<file path="config.mk">
export PLATFORM = sky130hd
export DESIGN_NAME = nor_flash_command_sequencer_core_flat
export DESIGN_NICKNAME = d
export VERILOG_FILES = /design/src/rtl/core/nfcs_pkg.sv /design/src/rtl/core/nfcs_cmd_if.sv /design/src/rtl/core/nfcs_rsp_if.sv /design/src/rtl/core/nfcs_front.sv /design/src/rtl/core/nfcs_queue.sv /design/src/rtl/core/nfcs_back.sv /design/src/rtl/core/nor_flash_command_sequencer_core.sv /design/src/flat_wrapper.sv
export SDC_FILE = /design/constraint.sdc
export NUM_CORES = 1
export LEC_CHECK = 0
export BUFFER_PORTS_ARGS = -buffer_cell sky130_fd_sc_hd__buf_2
export CORE_MARGIN = 2
export CORE_UTILIZATION = 52
export DETAILED_ROUTE_END_ITERATION = 12
export PLACE_DENSITY = 0.76
export SLEW_MARGIN = 10
export SYNTH_ARGS = -nofsm -noshare
export SYNTH_HDL_FRONTEND = slang
export SYNTH_HIERARCHICAL = 1
export SYNTH_SLANG_ARGS = --single-unit
</file>
<file path="constraint.sdc">
create_clock -name clk_i -period 2.3 [get_ports clk_i]
set_input_delay 0.23 -clock clk_i [delete_from_list [all_inputs] [get_ports clk_i]]
set_output_delay 0.23 -clock clk_i [all_outputs]
set_load 0.01 [all_outputs]
</file>
<file path="src/rtl/core/nfcs_pkg.sv">
// Shared types, codes and result expansion for the NOR flash command sequencer.
// Depends on nothing; every other file of the block refers to it by scoped names.
package nfcs_pkg;

  localparam int ADDR_W      = 19;
  localparam int DATA_W      = 8;
  localparam int ADDR_BITS   = 19;
  localparam int QUEUE_DEPTH = 2;
  localparam int STEP_W      = 3;

  localparam logic [ADDR_W-1:0] UNLOCK_A = 19'h05555;
  localparam logic [ADDR_W-1:0] UNLOCK_B = 19'h02aaa;
  localparam logic [DATA_W-1:0] UNLOCK_A_DATA = 8'haa;
  localparam logic [DATA_W-1:0] UNLOCK_B_DATA = 8'h55;
  localparam logic [DATA_W-1:0] CMD_PROGRAM   = 8'ha0;
  localparam logic [DATA_W-1:0] CMD_ERASE     = 8'h80;
  localparam logic [DATA_W-1:0] CMD_CHIP      = 8'h10;
  localparam logic [DATA_W-1:0] CMD_SECTOR    = 8'h30;
  localparam logic [DATA_W-1:0] CMD_ID_ENTRY  = 8'h90;
  localparam logic [DATA_W-1:0] CMD_ID_EXIT   = 8'hf0;

  typedef enum logic [2:0] {
    MODE_READ     = 3'd0,
    MODE_PROGRAM  = 3'd1,
    MODE_SECTOR   = 3'd2,
    MODE_CHIP     = 3'd3,
    MODE_ID_ENTRY = 3'd4,
    MODE_ID_EXIT  = 3'd5,
    MODE_RESPONSE = 3'd6
  } mode_e;

  typedef enum logic [1:0] {
    KIND_WRITE = 2'd0,
    KIND_READ  = 2'd1,
    KIND_DONE  = 2'd2,
    KIND_ERROR = 2'd3
  } kind_e;

  // Bus transaction state of the sequencer.
  typedef enum logic [2:0] {
    PH_IDLE = 3'b001,
    PH_READ = 3'b010,
    PH_POLL = 3'b100
  } phase_e;

  // Classified work handed from the front end to the back end.
  typedef enum logic [2:0] {
    OP_ERROR,
    OP_DONE,
    OP_READ,
    OP_PROGRAM,
    OP_SECTOR,
    OP_CHIP,
    OP_ID_ENTRY,
    OP_ID_EXIT
  } op_e;

  typedef struct packed {
    op_e               op;
    logic [ADDR_W-1:0] addr;
    logic [DATA_W-1:0] data;
  } desc_t;

  typedef struct packed {
    kind_e             kind;
    logic [ADDR_W-1:0] addr;
    logic [DATA_W-1:0] bus_data;
    logic [DATA_W-1:0] result_data;
  } res_t;

  function automatic res_t bus_wr(logic [ADDR_W-1:0] a, logic [DATA_W-1:0] d);
    res_t r;
    r = '{kind: KIND_WRITE, addr: a, bus_data: d, result_data: '0};
    return r;
  endfunction

  function automatic res_t bus_rd(logic [ADDR_W-1:0] a);
    res_t r;
    r = '{kind: KIND_READ, addr: a, bus_data: '0, result_data: '0};
    return r;
  endfunction

  // Number of words an operation produces.
  function automatic logic [STEP_W-1:0] op_len(op_e op);
    logic [STEP_W-1:0] n;
    unique case (op)
      OP_PROGRAM:              n = 3'd5;
      OP_SECTOR, OP_CHIP:      n = 3'd7;
      OP_ID_ENTRY, OP_ID_EXIT: n = 3'd4;
      default:                 n = 3'd1;
    endcase
    return n;
  endfunction

  // Word number step of an operation.
  function automatic res_t expand(desc_t d, logic [STEP_W-1:0] step);
    res_t r;
    r = '{kind: KIND_ERROR, addr: '0, bus_data: '0, result_data: '0};
    unique case (d.op)
      OP_ERROR: r.kind = KIND_ERROR;
      OP_DONE: begin
        r.kind        = KIND_DONE;
        r.result_data = d.data;
      end
      OP_READ: r = bus_rd(d.addr);
      OP_PROGRAM: begin
        case (step)
          3'd0:    r = bus_wr(UNLOCK_A, UNLOCK_A_DATA);
          3'd1:    r = bus_wr(UNLOCK_B, UNLOCK_B_DATA);
          3'd2:    r = bus_wr(UNLOCK_A, CMD_PROGRAM);
          3'd3:    r = bus_wr(d.addr, d.data);
          default: r = bus_rd(d.addr);
        endcase
      end
      OP_SECTOR, OP_CHIP: begin
        case (step)
          3'd0, 3'd3: r = bus_wr(UNLOCK_A, UNLOCK_A_DATA);
          3'd1, 3'd4: r = bus_wr(UNLOCK_B, UNLOCK_B_DATA);
          3'd2:       r = bus_wr(UNLOCK_A, CMD_ERASE);
          3'd5: begin
            if (d.op == OP_SECTOR) begin
              r = bus_wr(d.addr, CMD_SECTOR);
            end else begin
              r = bus_wr(UNLOCK_A, CMD_CHIP);
            end
          end
          default: r = bus_rd(d.addr);
        endcase
      end
      default: begin
        case (step)
          3'd0: r = bus_wr(UNLOCK_A, UNLOCK_A_DATA);
          3'd1: r = bus_wr(UNLOCK_B, UNLOCK_B_DATA);
          3'd2: r = bus_wr(UNLOCK_A, (d.op == OP_ID_ENTRY) ? CMD_ID_ENTRY : CMD_ID_EXIT);
          default: r.kind = KIND_DONE;
        endcase
      end
    endcase
    return r;
  endfunction

endpackage

</file>
<file path="src/rtl/core/nfcs_cmd_if.sv">
// Command channel of the NOR flash command sequencer: valid/ready and one command word.
// Depends on nfcs_pkg for field widths.
interface nfcs_cmd_if;
  logic                        valid;
  logic                        ready;
  logic [2:0]                  mode;
  logic [nfcs_pkg::ADDR_W-1:0] address;
  logic [nfcs_pkg::DATA_W-1:0] write_data;
  logic [nfcs_pkg::DATA_W-1:0] read_data;

  modport source (output valid, mode, address, write_data, read_data, input ready);
  modport sink   (input valid, mode, address, write_data, read_data, output ready);
endinterface

</file>
<file path="src/rtl/core/nfcs_rsp_if.sv">
// Result channel of the NOR flash command sequencer: valid/ready and one result word.
// Depends on nfcs_pkg for field widths.
interface nfcs_rsp_if;
  logic                        valid;
  logic                        ready;
  logic [1:0]                  kind;
  logic [nfcs_pkg::ADDR_W-1:0] bus_address;
  logic [nfcs_pkg::DATA_W-1:0] bus_data;
  logic [nfcs_pkg::DATA_W-1:0] result_data;
  logic                        last;

  modport source (output valid, kind, bus_address, bus_data, result_data, last, input ready);
  modport sink   (input valid, kind, bus_address, bus_data, result_data, last, output ready);
endinterface

</file>
<file path="src/rtl/core/nfcs_front.sv">
// Front end: accepts command words, tracks the pending bus read and classifies each word.
// Depends on nfcs_pkg and nfcs_cmd_if.
module nfcs_front #(
  parameter int AddrBits = nfcs_pkg::ADDR_BITS
) (
  input  logic              clk_i,
  input  logic              rst_ni,
  nfcs_cmd_if.sink          cmd_i,
  input  logic              full_i,
  output logic              push_o,
  output nfcs_pkg::desc_t   desc_o
);

  localparam logic [nfcs_pkg::ADDR_W-1:0] AddrMask =
      nfcs_pkg::ADDR_W'((64'd1 << AddrBits) - 64'd1);

  nfcs_pkg::phase_e                phase_q, phase_d;
  logic [nfcs_pkg::ADDR_W-1:0]     poll_addr_q, poll_addr_d;
  logic                            exp_bit_q, exp_bit_d;
  logic                            busy, accept;
  logic [nfcs_pkg::ADDR_W-1:0]     addr;

  assign cmd_i.ready = !full_i;
  assign accept      = cmd_i.valid && !full_i;
  assign push_o      = accept;
  assign addr        = cmd_i.address & AddrMask;
  assign busy        = (phase_q == nfcs_pkg::PH_READ) || (phase_q == nfcs_pkg::PH_POLL);

  always_comb begin
    phase_d     = phase_q;
    poll_addr_d = poll_addr_q;
    exp_bit_d   = exp_bit_q;
    desc_o      = '{op: nfcs_pkg::OP_ERROR, addr: '0, data: '0};
    if (cmd_i.mode == nfcs_pkg::MODE_RESPONSE) begin
      unique case (phase_q)
        nfcs_pkg::PH_READ: begin
          desc_o.op   = nfcs_pkg::OP_DONE;
          desc_o.data = cmd_i.read_data;
          phase_d     = nfcs_pkg::PH_IDLE;
        end
        nfcs_pkg::PH_POLL: begin
          if (cmd_i.read_data[7] == exp_bit_q) begin
            desc_o.op = nfcs_pkg::OP_DONE;
            phase_d   = nfcs_pkg::PH_IDLE;
          end else begin
            desc_o.op   = nfcs_pkg::OP_READ;
            desc_o.addr = poll_addr_q;
          end
        end
        default: desc_o.op = nfcs_pkg::OP_ERROR;
      endcase
    end else if (!busy) begin
      unique case (cmd_i.mode)
        nfcs_pkg::MODE_READ: begin
          desc_o.op   = nfcs_pkg::OP_READ;
          desc_o.addr = addr;
          phase_d     = nfcs_pkg::PH_READ;
        end
        nfcs_pkg::MODE_PROGRAM: begin
          desc_o      = '{op: nfcs_pkg::OP_PROGRAM, addr: addr, data: cmd_i.write_data};
          poll_addr_d = addr;
          exp_bit_d   = cmd_i.write_data[7];
          phase_d     = nfcs_pkg::PH_POLL;
        end
        nfcs_pkg::MODE_SECTOR: begin
          desc_o.op   = nfcs_pkg::OP_SECTOR;
          desc_o.addr = addr;
          poll_addr_d = addr;
          exp_bit_d   = 1'b1;
          phase_d     = nfcs_pkg::PH_POLL;
        end
        nfcs_pkg::MODE_CHIP: begin
          desc_o.op   = nfcs_pkg::OP_CHIP;
          poll_addr_d = '0;
          exp_bit_d   = 1'b1;
          phase_d     = nfcs_pkg::PH_POLL;
        end
        nfcs_pkg::MODE_ID_ENTRY: desc_o.op = nfcs_pkg::OP_ID_ENTRY;
        nfcs_pkg::MODE_ID_EXIT:  desc_o.op = nfcs_pkg::OP_ID_EXIT;
        default:                 desc_o.op = nfcs_pkg::OP_ERROR;
      endcase
    end
  end

  always_ff @(posedge clk_i or negedge rst_ni) begin
    if (!rst_ni) begin
      phase_q     <= nfcs_pkg::PH_IDLE;
      poll_addr_q <= '0;
      exp_bit_q   <= 1'b0;
    end else if (accept) begin
      phase_q     <= phase_d;
      poll_addr_q <= poll_addr_d;
      exp_bit_q   <= exp_bit_d;
    end
  end

endmodule

</file>
<file path="src/rtl/core/nfcs_queue.sv">
// Small register queue of classified operations between the front and back ends.
// Depends on nfcs_pkg.
module nfcs_queue #(
  parameter int Depth = nfcs_pkg::QUEUE_DEPTH
) (
  input  logic            clk_i,
  input  logic            rst_ni,
  input  logic            push_i,
  input  nfcs_pkg::desc_t push_desc_i,
  output logic            full_o,
  input  logic            pop_i,
  output logic            head_valid_o,
  output nfcs_pkg::desc_t head_o
);

  localparam int PtrW = (Depth > 1) ? $clog2(Depth) : 1;
  localparam int CntW = $clog2(Depth + 1);

  nfcs_pkg::desc_t mem_q [Depth];
  logic [PtrW-1:0] wptr_q, rptr_q;
  logic [CntW-1:0] cnt_q;
  logic            push_en, pop_en;

  assign full_o       = (cnt_q == CntW'(Depth));
  assign head_valid_o = (cnt_q != '0);
  assign head_o       = mem_q[rptr_q];
  assign push_en      = push_i && !full_o;
  assign pop_en       = pop_i && head_valid_o;

  always_ff @(posedge clk_i) begin
    if (push_en) begin
      mem_q[wptr_q] <= push_desc_i;
    end
  end

  always_ff @(posedge clk_i or negedge rst_ni) begin
    if (!rst_ni) begin
      wptr_q <= '0;
      rptr_q <= '0;
      cnt_q  <= '0;
    end else begin
      if (push_en) begin
        wptr_q <= (wptr_q == PtrW'(Depth - 1)) ? '0 : wptr_q + 1'b1;
      end
      if (pop_en) begin
        rptr_q <= (rptr_q == PtrW'(Depth - 1)) ? '0 : rptr_q + 1'b1;
      end
      if (push_en && !pop_en) begin
        cnt_q <= cnt_q + 1'b1;
      end else if (pop_en && !push_en) begin
        cnt_q <= cnt_q - 1'b1;
      end
    end
  end

endmodule

</file>
<file path="src/rtl/core/nfcs_back.sv">
// Back end: expands each queued operation into bus and status words, one word per cycle while the result side is ready.
// Depends on nfcs_pkg and nfcs_rsp_if.
module nfcs_back (
  input  logic            clk_i,
  input  logic            rst_ni,
  input  logic            head_valid_i,
  input  nfcs_pkg::desc_t head_i,
  output logic            pop_o,
  nfcs_rsp_if.source      rsp_o
);

  logic [nfcs_pkg::STEP_W-1:0] step_q;
  logic                        valid_q;
  nfcs_pkg::res_t              res_q, res_d;
  logic                        last_q, last_d;
  logic                        load;

  assign load   = !valid_q || rsp_o.ready;
  assign res_d  = nfcs_pkg::expand(head_i, step_q);
  assign last_d = (step_q == nfcs_pkg::op_len(head_i.op) - 1'b1);
  assign pop_o  = load && head_valid_i && last_d;

  always_ff @(posedge clk_i or negedge rst_ni) begin
    if (!rst_ni) begin
      valid_q <= 1'b0;
      step_q  <= '0;
    end else if (load) begin
      valid_q <= head_valid_i;
      if (head_valid_i) begin
        step_q <= last_d ? '0 : step_q + 1'b1;
      end
    end
  end

  always_ff @(posedge clk_i) begin
    if (load && head_valid_i) begin
      res_q  <= res_d;
      last_q <= last_d;
    end
  end

  assign rsp_o.valid       = valid_q;
  assign rsp_o.kind        = res_q.kind;
  assign rsp_o.bus_address = res_q.addr;
  assign rsp_o.bus_data    = res_q.bus_data;
  assign rsp_o.result_data = res_q.result_data;
  assign rsp_o.last        = last_q;

endmodule

</file>
<file path="src/rtl/core/nor_flash_command_sequencer_core.sv">
// NOR flash command sequencer top level: front end, operation queue and back end.
// The first result word of a command is held in the operation queue and then in the back end output register.
// Throughput: a command is accepted every cycle while the operation queue has room; the back
// end sends one word per cycle while the result side is ready, and a command makes 1 to 7 words.
// Reset (asynchronous, active low) returns to idle with nothing pending and empties the queue.
module nor_flash_command_sequencer_core #(
  parameter int AddrBits   = nfcs_pkg::ADDR_BITS,
  parameter int QueueDepth = nfcs_pkg::QUEUE_DEPTH
) (
  input  logic       clk_i,
  input  logic       rst_ni,
  nfcs_cmd_if.sink   cmd_i,
  nfcs_rsp_if.source rsp_o
);

  // Classified operations travel from the front end to the back end.
  logic            push, full, pop, head_valid;
  nfcs_pkg::desc_t push_desc, head;

  // The front end owns the pending read and poll state, so every command is judged
  // as soon as it is accepted, independent of how far behind the output is.
  nfcs_front #(
    .AddrBits(AddrBits)
  ) u_front (
    .clk_i  (clk_i),
    .rst_ni (rst_ni),
    .cmd_i  (cmd_i),
    .full_i (full),
    .push_o (push),
    .desc_o (push_desc)
  );

  // The queue lets the command side keep going while the result side is stalled.
  nfcs_queue #(
    .Depth(QueueDepth)
  ) u_queue (
    .clk_i        (clk_i),
    .rst_ni       (rst_ni),
    .push_i       (push),
    .push_desc_i  (push_desc),
    .full_o       (full),
    .pop_i        (pop),
    .head_valid_o (head_valid),
    .head_o       (head)
  );

  // The back end walks each operation's words (unlock, program or erase words and, for program
  // and erase, the poll request), then releases the queue entry with the word marked last.
  nfcs_back u_back (
    .clk_i        (clk_i),
    .rst_ni       (rst_ni),
    .head_valid_i (head_valid),
    .head_i       (head),
    .pop_o        (pop),
    .rsp_o        (rsp_o)
  );

endmodule
</file>
<file path="src/flat_wrapper.sv">
// flat-port wrapper written by rule: the top's interface ports become plain ports
module nor_flash_command_sequencer_core_flat 
#(
  parameter int AddrBits   = nfcs_pkg::ADDR_BITS,
  parameter int QueueDepth = nfcs_pkg::QUEUE_DEPTH
)
  (clk_i, rst_ni, cmd_i_valid, cmd_i_mode, cmd_i_address, cmd_i_write_data, cmd_i_read_data, cmd_i_ready, rsp_o_valid, rsp_o_kind, rsp_o_bus_address, rsp_o_bus_data, rsp_o_result_data, rsp_o_last, rsp_o_ready);
  nfcs_cmd_if cmd_i_i ();
  nfcs_rsp_if rsp_o_i ();
  input  logic clk_i;
  input  logic rst_ni;
  input wire logic [$bits(cmd_i_i.valid)-1:0] cmd_i_valid;
  input wire logic [$bits(cmd_i_i.mode)-1:0] cmd_i_mode;
  input wire logic [$bits(cmd_i_i.address)-1:0] cmd_i_address;
  input wire logic [$bits(cmd_i_i.write_data)-1:0] cmd_i_write_data;
  input wire logic [$bits(cmd_i_i.read_data)-1:0] cmd_i_read_data;
  output wire logic [$bits(cmd_i_i.ready)-1:0] cmd_i_ready;
  output wire logic [$bits(rsp_o_i.valid)-1:0] rsp_o_valid;
  output wire logic [$bits(rsp_o_i.kind)-1:0] rsp_o_kind;
  output wire logic [$bits(rsp_o_i.bus_address)-1:0] rsp_o_bus_address;
  output wire logic [$bits(rsp_o_i.bus_data)-1:0] rsp_o_bus_data;
  output wire logic [$bits(rsp_o_i.result_data)-1:0] rsp_o_result_data;
  output wire logic [$bits(rsp_o_i.last)-1:0] rsp_o_last;
  input wire logic [$bits(rsp_o_i.ready)-1:0] rsp_o_ready;
  assign cmd_i_i.valid = cmd_i_valid;
  assign cmd_i_i.mode = cmd_i_mode;
  assign cmd_i_i.address = cmd_i_address;
  assign cmd_i_i.write_data = cmd_i_write_data;
  assign cmd_i_i.read_data = cmd_i_read_data;
  assign cmd_i_ready = cmd_i_i.ready;
  assign rsp_o_valid = rsp_o_i.valid;
  assign rsp_o_kind = rsp_o_i.kind;
  assign rsp_o_bus_address = rsp_o_i.bus_address;
  assign rsp_o_bus_data = rsp_o_i.bus_data;
  assign rsp_o_result_data = rsp_o_i.result_data;
  assign rsp_o_last = rsp_o_i.last;
  assign rsp_o_i.ready = rsp_o_ready;
  nor_flash_command_sequencer_core #(.AddrBits(AddrBits), .QueueDepth(QueueDepth)) u_core (.clk_i(clk_i), .rst_ni(rst_ni), .cmd_i(cmd_i_i), .rsp_o(rsp_o_i));
endmodule
</file>
==> summary.txt <==
Worst setup path
  – Critical R2R Capture: u_core/u_queue/cnt_q[1]
  – Worst setup path class: reg2reg
  – Worst setup SP type: flop
  – R2R setup slack: 0.08 ns
  – CP arrival: between 2 and 3 ns
  – Reg2reg start: u_core/u_queue/rptr_q
  – Critical Path RT: 2.59 ns
  – CP max FO: 16
  – Worst setup EP type: flop
  – Worst r2r path cells: 11

Route
  – Via density: 5.53
  – Vias: ~4000
  – Antenna-violating nets left: 0
  – Avg WL per Cell: between 15 and 20 um
  – Drt total wl: 12100 um
  – TritonRoute pass-1 iters: 9
  – DRT iter0 DRCs: ~310
  – Post-route DRC: 5

Synthesis
  – Post-synthesis net count: ~530
  – Yosys warning total: 6
  – Async S/R FF share, synth: 0.240
  – Synth Flop Type: edfxtp_1
  – Top post-synthesis cells by area: edfxtp_1 (48%), dfrtp_1 (12%), mux2_2 (5.5%)
  – Synthesized flop and latch total: 129
  – Cell taking the most area after synthesis: edfxtp_1
  – Commonest cells post-synth: edfxtp_1 (98), nand2_1 (55), dfrtp_1 (30), mux2_2 (30), a22o_1 (28)
  – Share of the synthesized area in the top cell type: 0.475
  – Syn_area_per_cell: 13.1 um^2
  – Cell with the most instances after synthesis: edfxtp_1
  – Syn Std Cell Area: about 6200 um^2
  – Sequential share of the synthesized area: 0.601
  – Mapped Cells: around 470
  – Synth unique cells: 72
  – Post-synth EDFFs: 98

Power
  – Leakage: ~3.1 nW
  – P per Cell Area: between 1000 and 1500 nW/um^2
  – Power Total: 11.0 mW
  – Peak supply drop: about 0.00071 V

Cells and area
  – Finished Cell Area: 7440 um^2
  – Post-layout util: 0.646
  – Filler cells: 846
  – Footprint of the multi-input gates: 2240 um^2
  – Storage element area: 3720 um^2
  – Final nets: 621
  – Area Overhead vs Synth: 20.3%
  – Layout cells sized above 1: 0.359
  – Diode count: 0

Run status
  – Status: complete, but fails checks
  – Violated checks: DRC

Timing
  – Hold slack: 0.0588 ns
  – Worst slew pin tran: 0.787 ns
  – Clock Skew: around 0.011 ns
  – Share of the clock period used by the worst path: 0.964
  – RSZ-0062 raised after global routing: true
  – Final hold viol count: 0
  – Final Max Slew Viols: 0
  – Setup violators final: 0
  – Min cycle time layout: 2.22 ns
  – TNS Setup: 0 ns
  – Slew HR: 0.475
  – Max Clk Rate: 0.451 GHz

Placed design
  – Routability cong.: 0.877
  – PortBufs: 81
  – Post-DP HPWL: between 8000 and 9000 um
  – Placed cell areas: between 6000 and 7000 um^2

Floorplanning
  – I/O pins: 82
  – Die Wd: 113 um
  – # rows: 39
  – Die Y: 113 um
  – Initial Utilization: 0.538
  – Die footprint: around 13000 um^2
  – Core ar.: 11500 um^2

Global route
  – First-pass GRT wire length: around 20000 um
  – Antenna violations before repair: 0
  – Pin count of the biggest net entering global routing: 42
  – Number of global-route vias before repair: 4054
  – GR Overflow Total: 0
  – Tot GR Track Use: 0.198

Clock network
  – CTS tree: yes
  – CTS Root Cell: clkbuf_16
  – Clk slew on worst S/H paths: 0.06 ns
  – Clk sinks: roughly 130
  – H-tree level count: 4
  – Clock Tree Buf Depth: 2
  – Clock latency at the later pin of the worst-skew pair: 0.41 ns
  – TritonCTS Buffers: 17

Min path
  – Min-Delay Endpoint: u_core/u_front/poll_addr_q[16]
  – Min-delay worst type: in2reg
  – Hold_sp: cmd_i_address[16]
  – Hold Path Cell Cnt: 3

Flow run
  – MaxCap Viol Count: 0
## per-layer routing
| metal | vias to the layer above | GRT usage | part of all wire |
|---|---|---|---|
| li1 | 1951 | - | - |
| met1 | 1892 | 0.254 | 0.42 |
| met2 | 138 | 0.331 | 0.51 |
| met3 | 25 | 0.0423 | 0.054 |
| met4 | 0 | 0.0805 | 0.019 |
| met5 | - | 0 | 0 |
## worst max-delay path by stage
stage | slack, ns | end | from
floorplan | -0.17 | u_core/u_queue/cnt_q[1] | u_core/u_queue/rptr_q
global placement | 0.02 | u_core/u_queue/cnt_q[1] | u_core/u_queue/rptr_q
detailed placement | -0.05 | u_core/u_queue/cnt_q[1] | u_core/u_queue/rptr_q
CTS | 0.007 | u_core/u_back/rsp_o.bus_address[2] | u_core/u_back/step_q[1]
global route | -0.03 | u_core/u_queue/cnt_q[1] | u_core/u_queue/rptr_q
finish | 0.08 | u_core/u_queue/cnt_q[1] | u_core/u_queue/rptr_q
## final cells by class
class,count,area share
repair buffers,104,0.0830
inverters,19,0.00958
clock buffers,18,0.0576
multi-input cells,298,0.302
well taps,143,0.0240
clock inverters,14,0.0242
flip-flops and latches,129,0.500
## power breakdown
| group | leakage (nW) | total, mW | internal [mW] | switching [mW] |
|---|---|---|---|---|
| logic | 1.50 | 4.11 | 1.79 | 2.32 |
| clock network | 0.285 | 2.74 | 1.72 | 1.02 |
| registers | 1.33 | 4.12 | 3.72 | 0.398 |
| total | 3.11 | 11.0 | 7.24 | 3.73 |
## placed cells by master, fill, tap and decap left out, types with 7 or more instances in the layout
cell type / instances
dfrtp_1: 28
buf_2: 81
inv_1: 19
buf_4: 19
a21oi_1: 9
o21ai_2: 8
mux2_2: 28
o21ai_1: 8
ha_1: 7
a22o_1: 28
and2_1: 9
nand2_1: 55
edfxtp_1: 98
o21ai_0: 26
clkbuf_16: 17
nor2_1: 10
## kinds of logic (layout without fill, tap and decap cells)
family                   count (synthesis)  in the layout  share of synthesized area
AO/OA/AOI/OAI                          123            123                      0.152
XOR/XNOR                                 7              7                     0.0111
adder cells (fa/ha/maj)                 10             10                     0.0202
buffers and inverters                   46            155                     0.0443
flip-flops                             129            129                      0.601
multiplexers                            32             32                     0.0586
AND/OR/NAND/NOR                        126            126                      0.113
## repair_timing
item / in CTS / in global routing
endpoints found under the setup margin: 1 / 22
gates resized for setup: 2 / 5
setup buffers: 1 / 1
hold buffers: 1 / 0
hold endpoints to repair: 30 / 0
pin swaps: 0 / 2
## through the flow
stage | std cells | setup WS (ns)
2_1_floorplan | 473 | -0.168
3_3_place_gp | 690 | 0.0231
3_5_place_dp | 690 | -0.0493
4_1_cts | 724 | 0.00667
5_1_grt | 725 | -0.0293
6_report | 725 | 0.0833
## sequential cells by signal (all words and copies together) (netlist names), 3 cells and up
signal	cells
u_core/u_front/poll_addr_q	19
u_core/u_front/phase_q	3
u_core/u_back/step_q	3
u_core/u_queue/mem_q	60
u_core/u_back/rsp_o.bus_data	8
u_core/u_back/rsp_o.bus_address	19
u_core/u_back/rsp_o.result_data	8
## worst max-delay path, cell delays in order (launching register included)
cell and delay [ns]:
dfrtp_2 0.43, mux2_4 0.31, buf_4 0.19, nand3b_1 0.13
o22ai_1 0.09, a31o_2 0.26, and2_4 0.14, nand2_4 0.06
ha_4 0.12, xor2_1 0.14, nor2_1 0.06, xor2_1 0.15
Note: power is estimated with default switching activity, not from simulation.
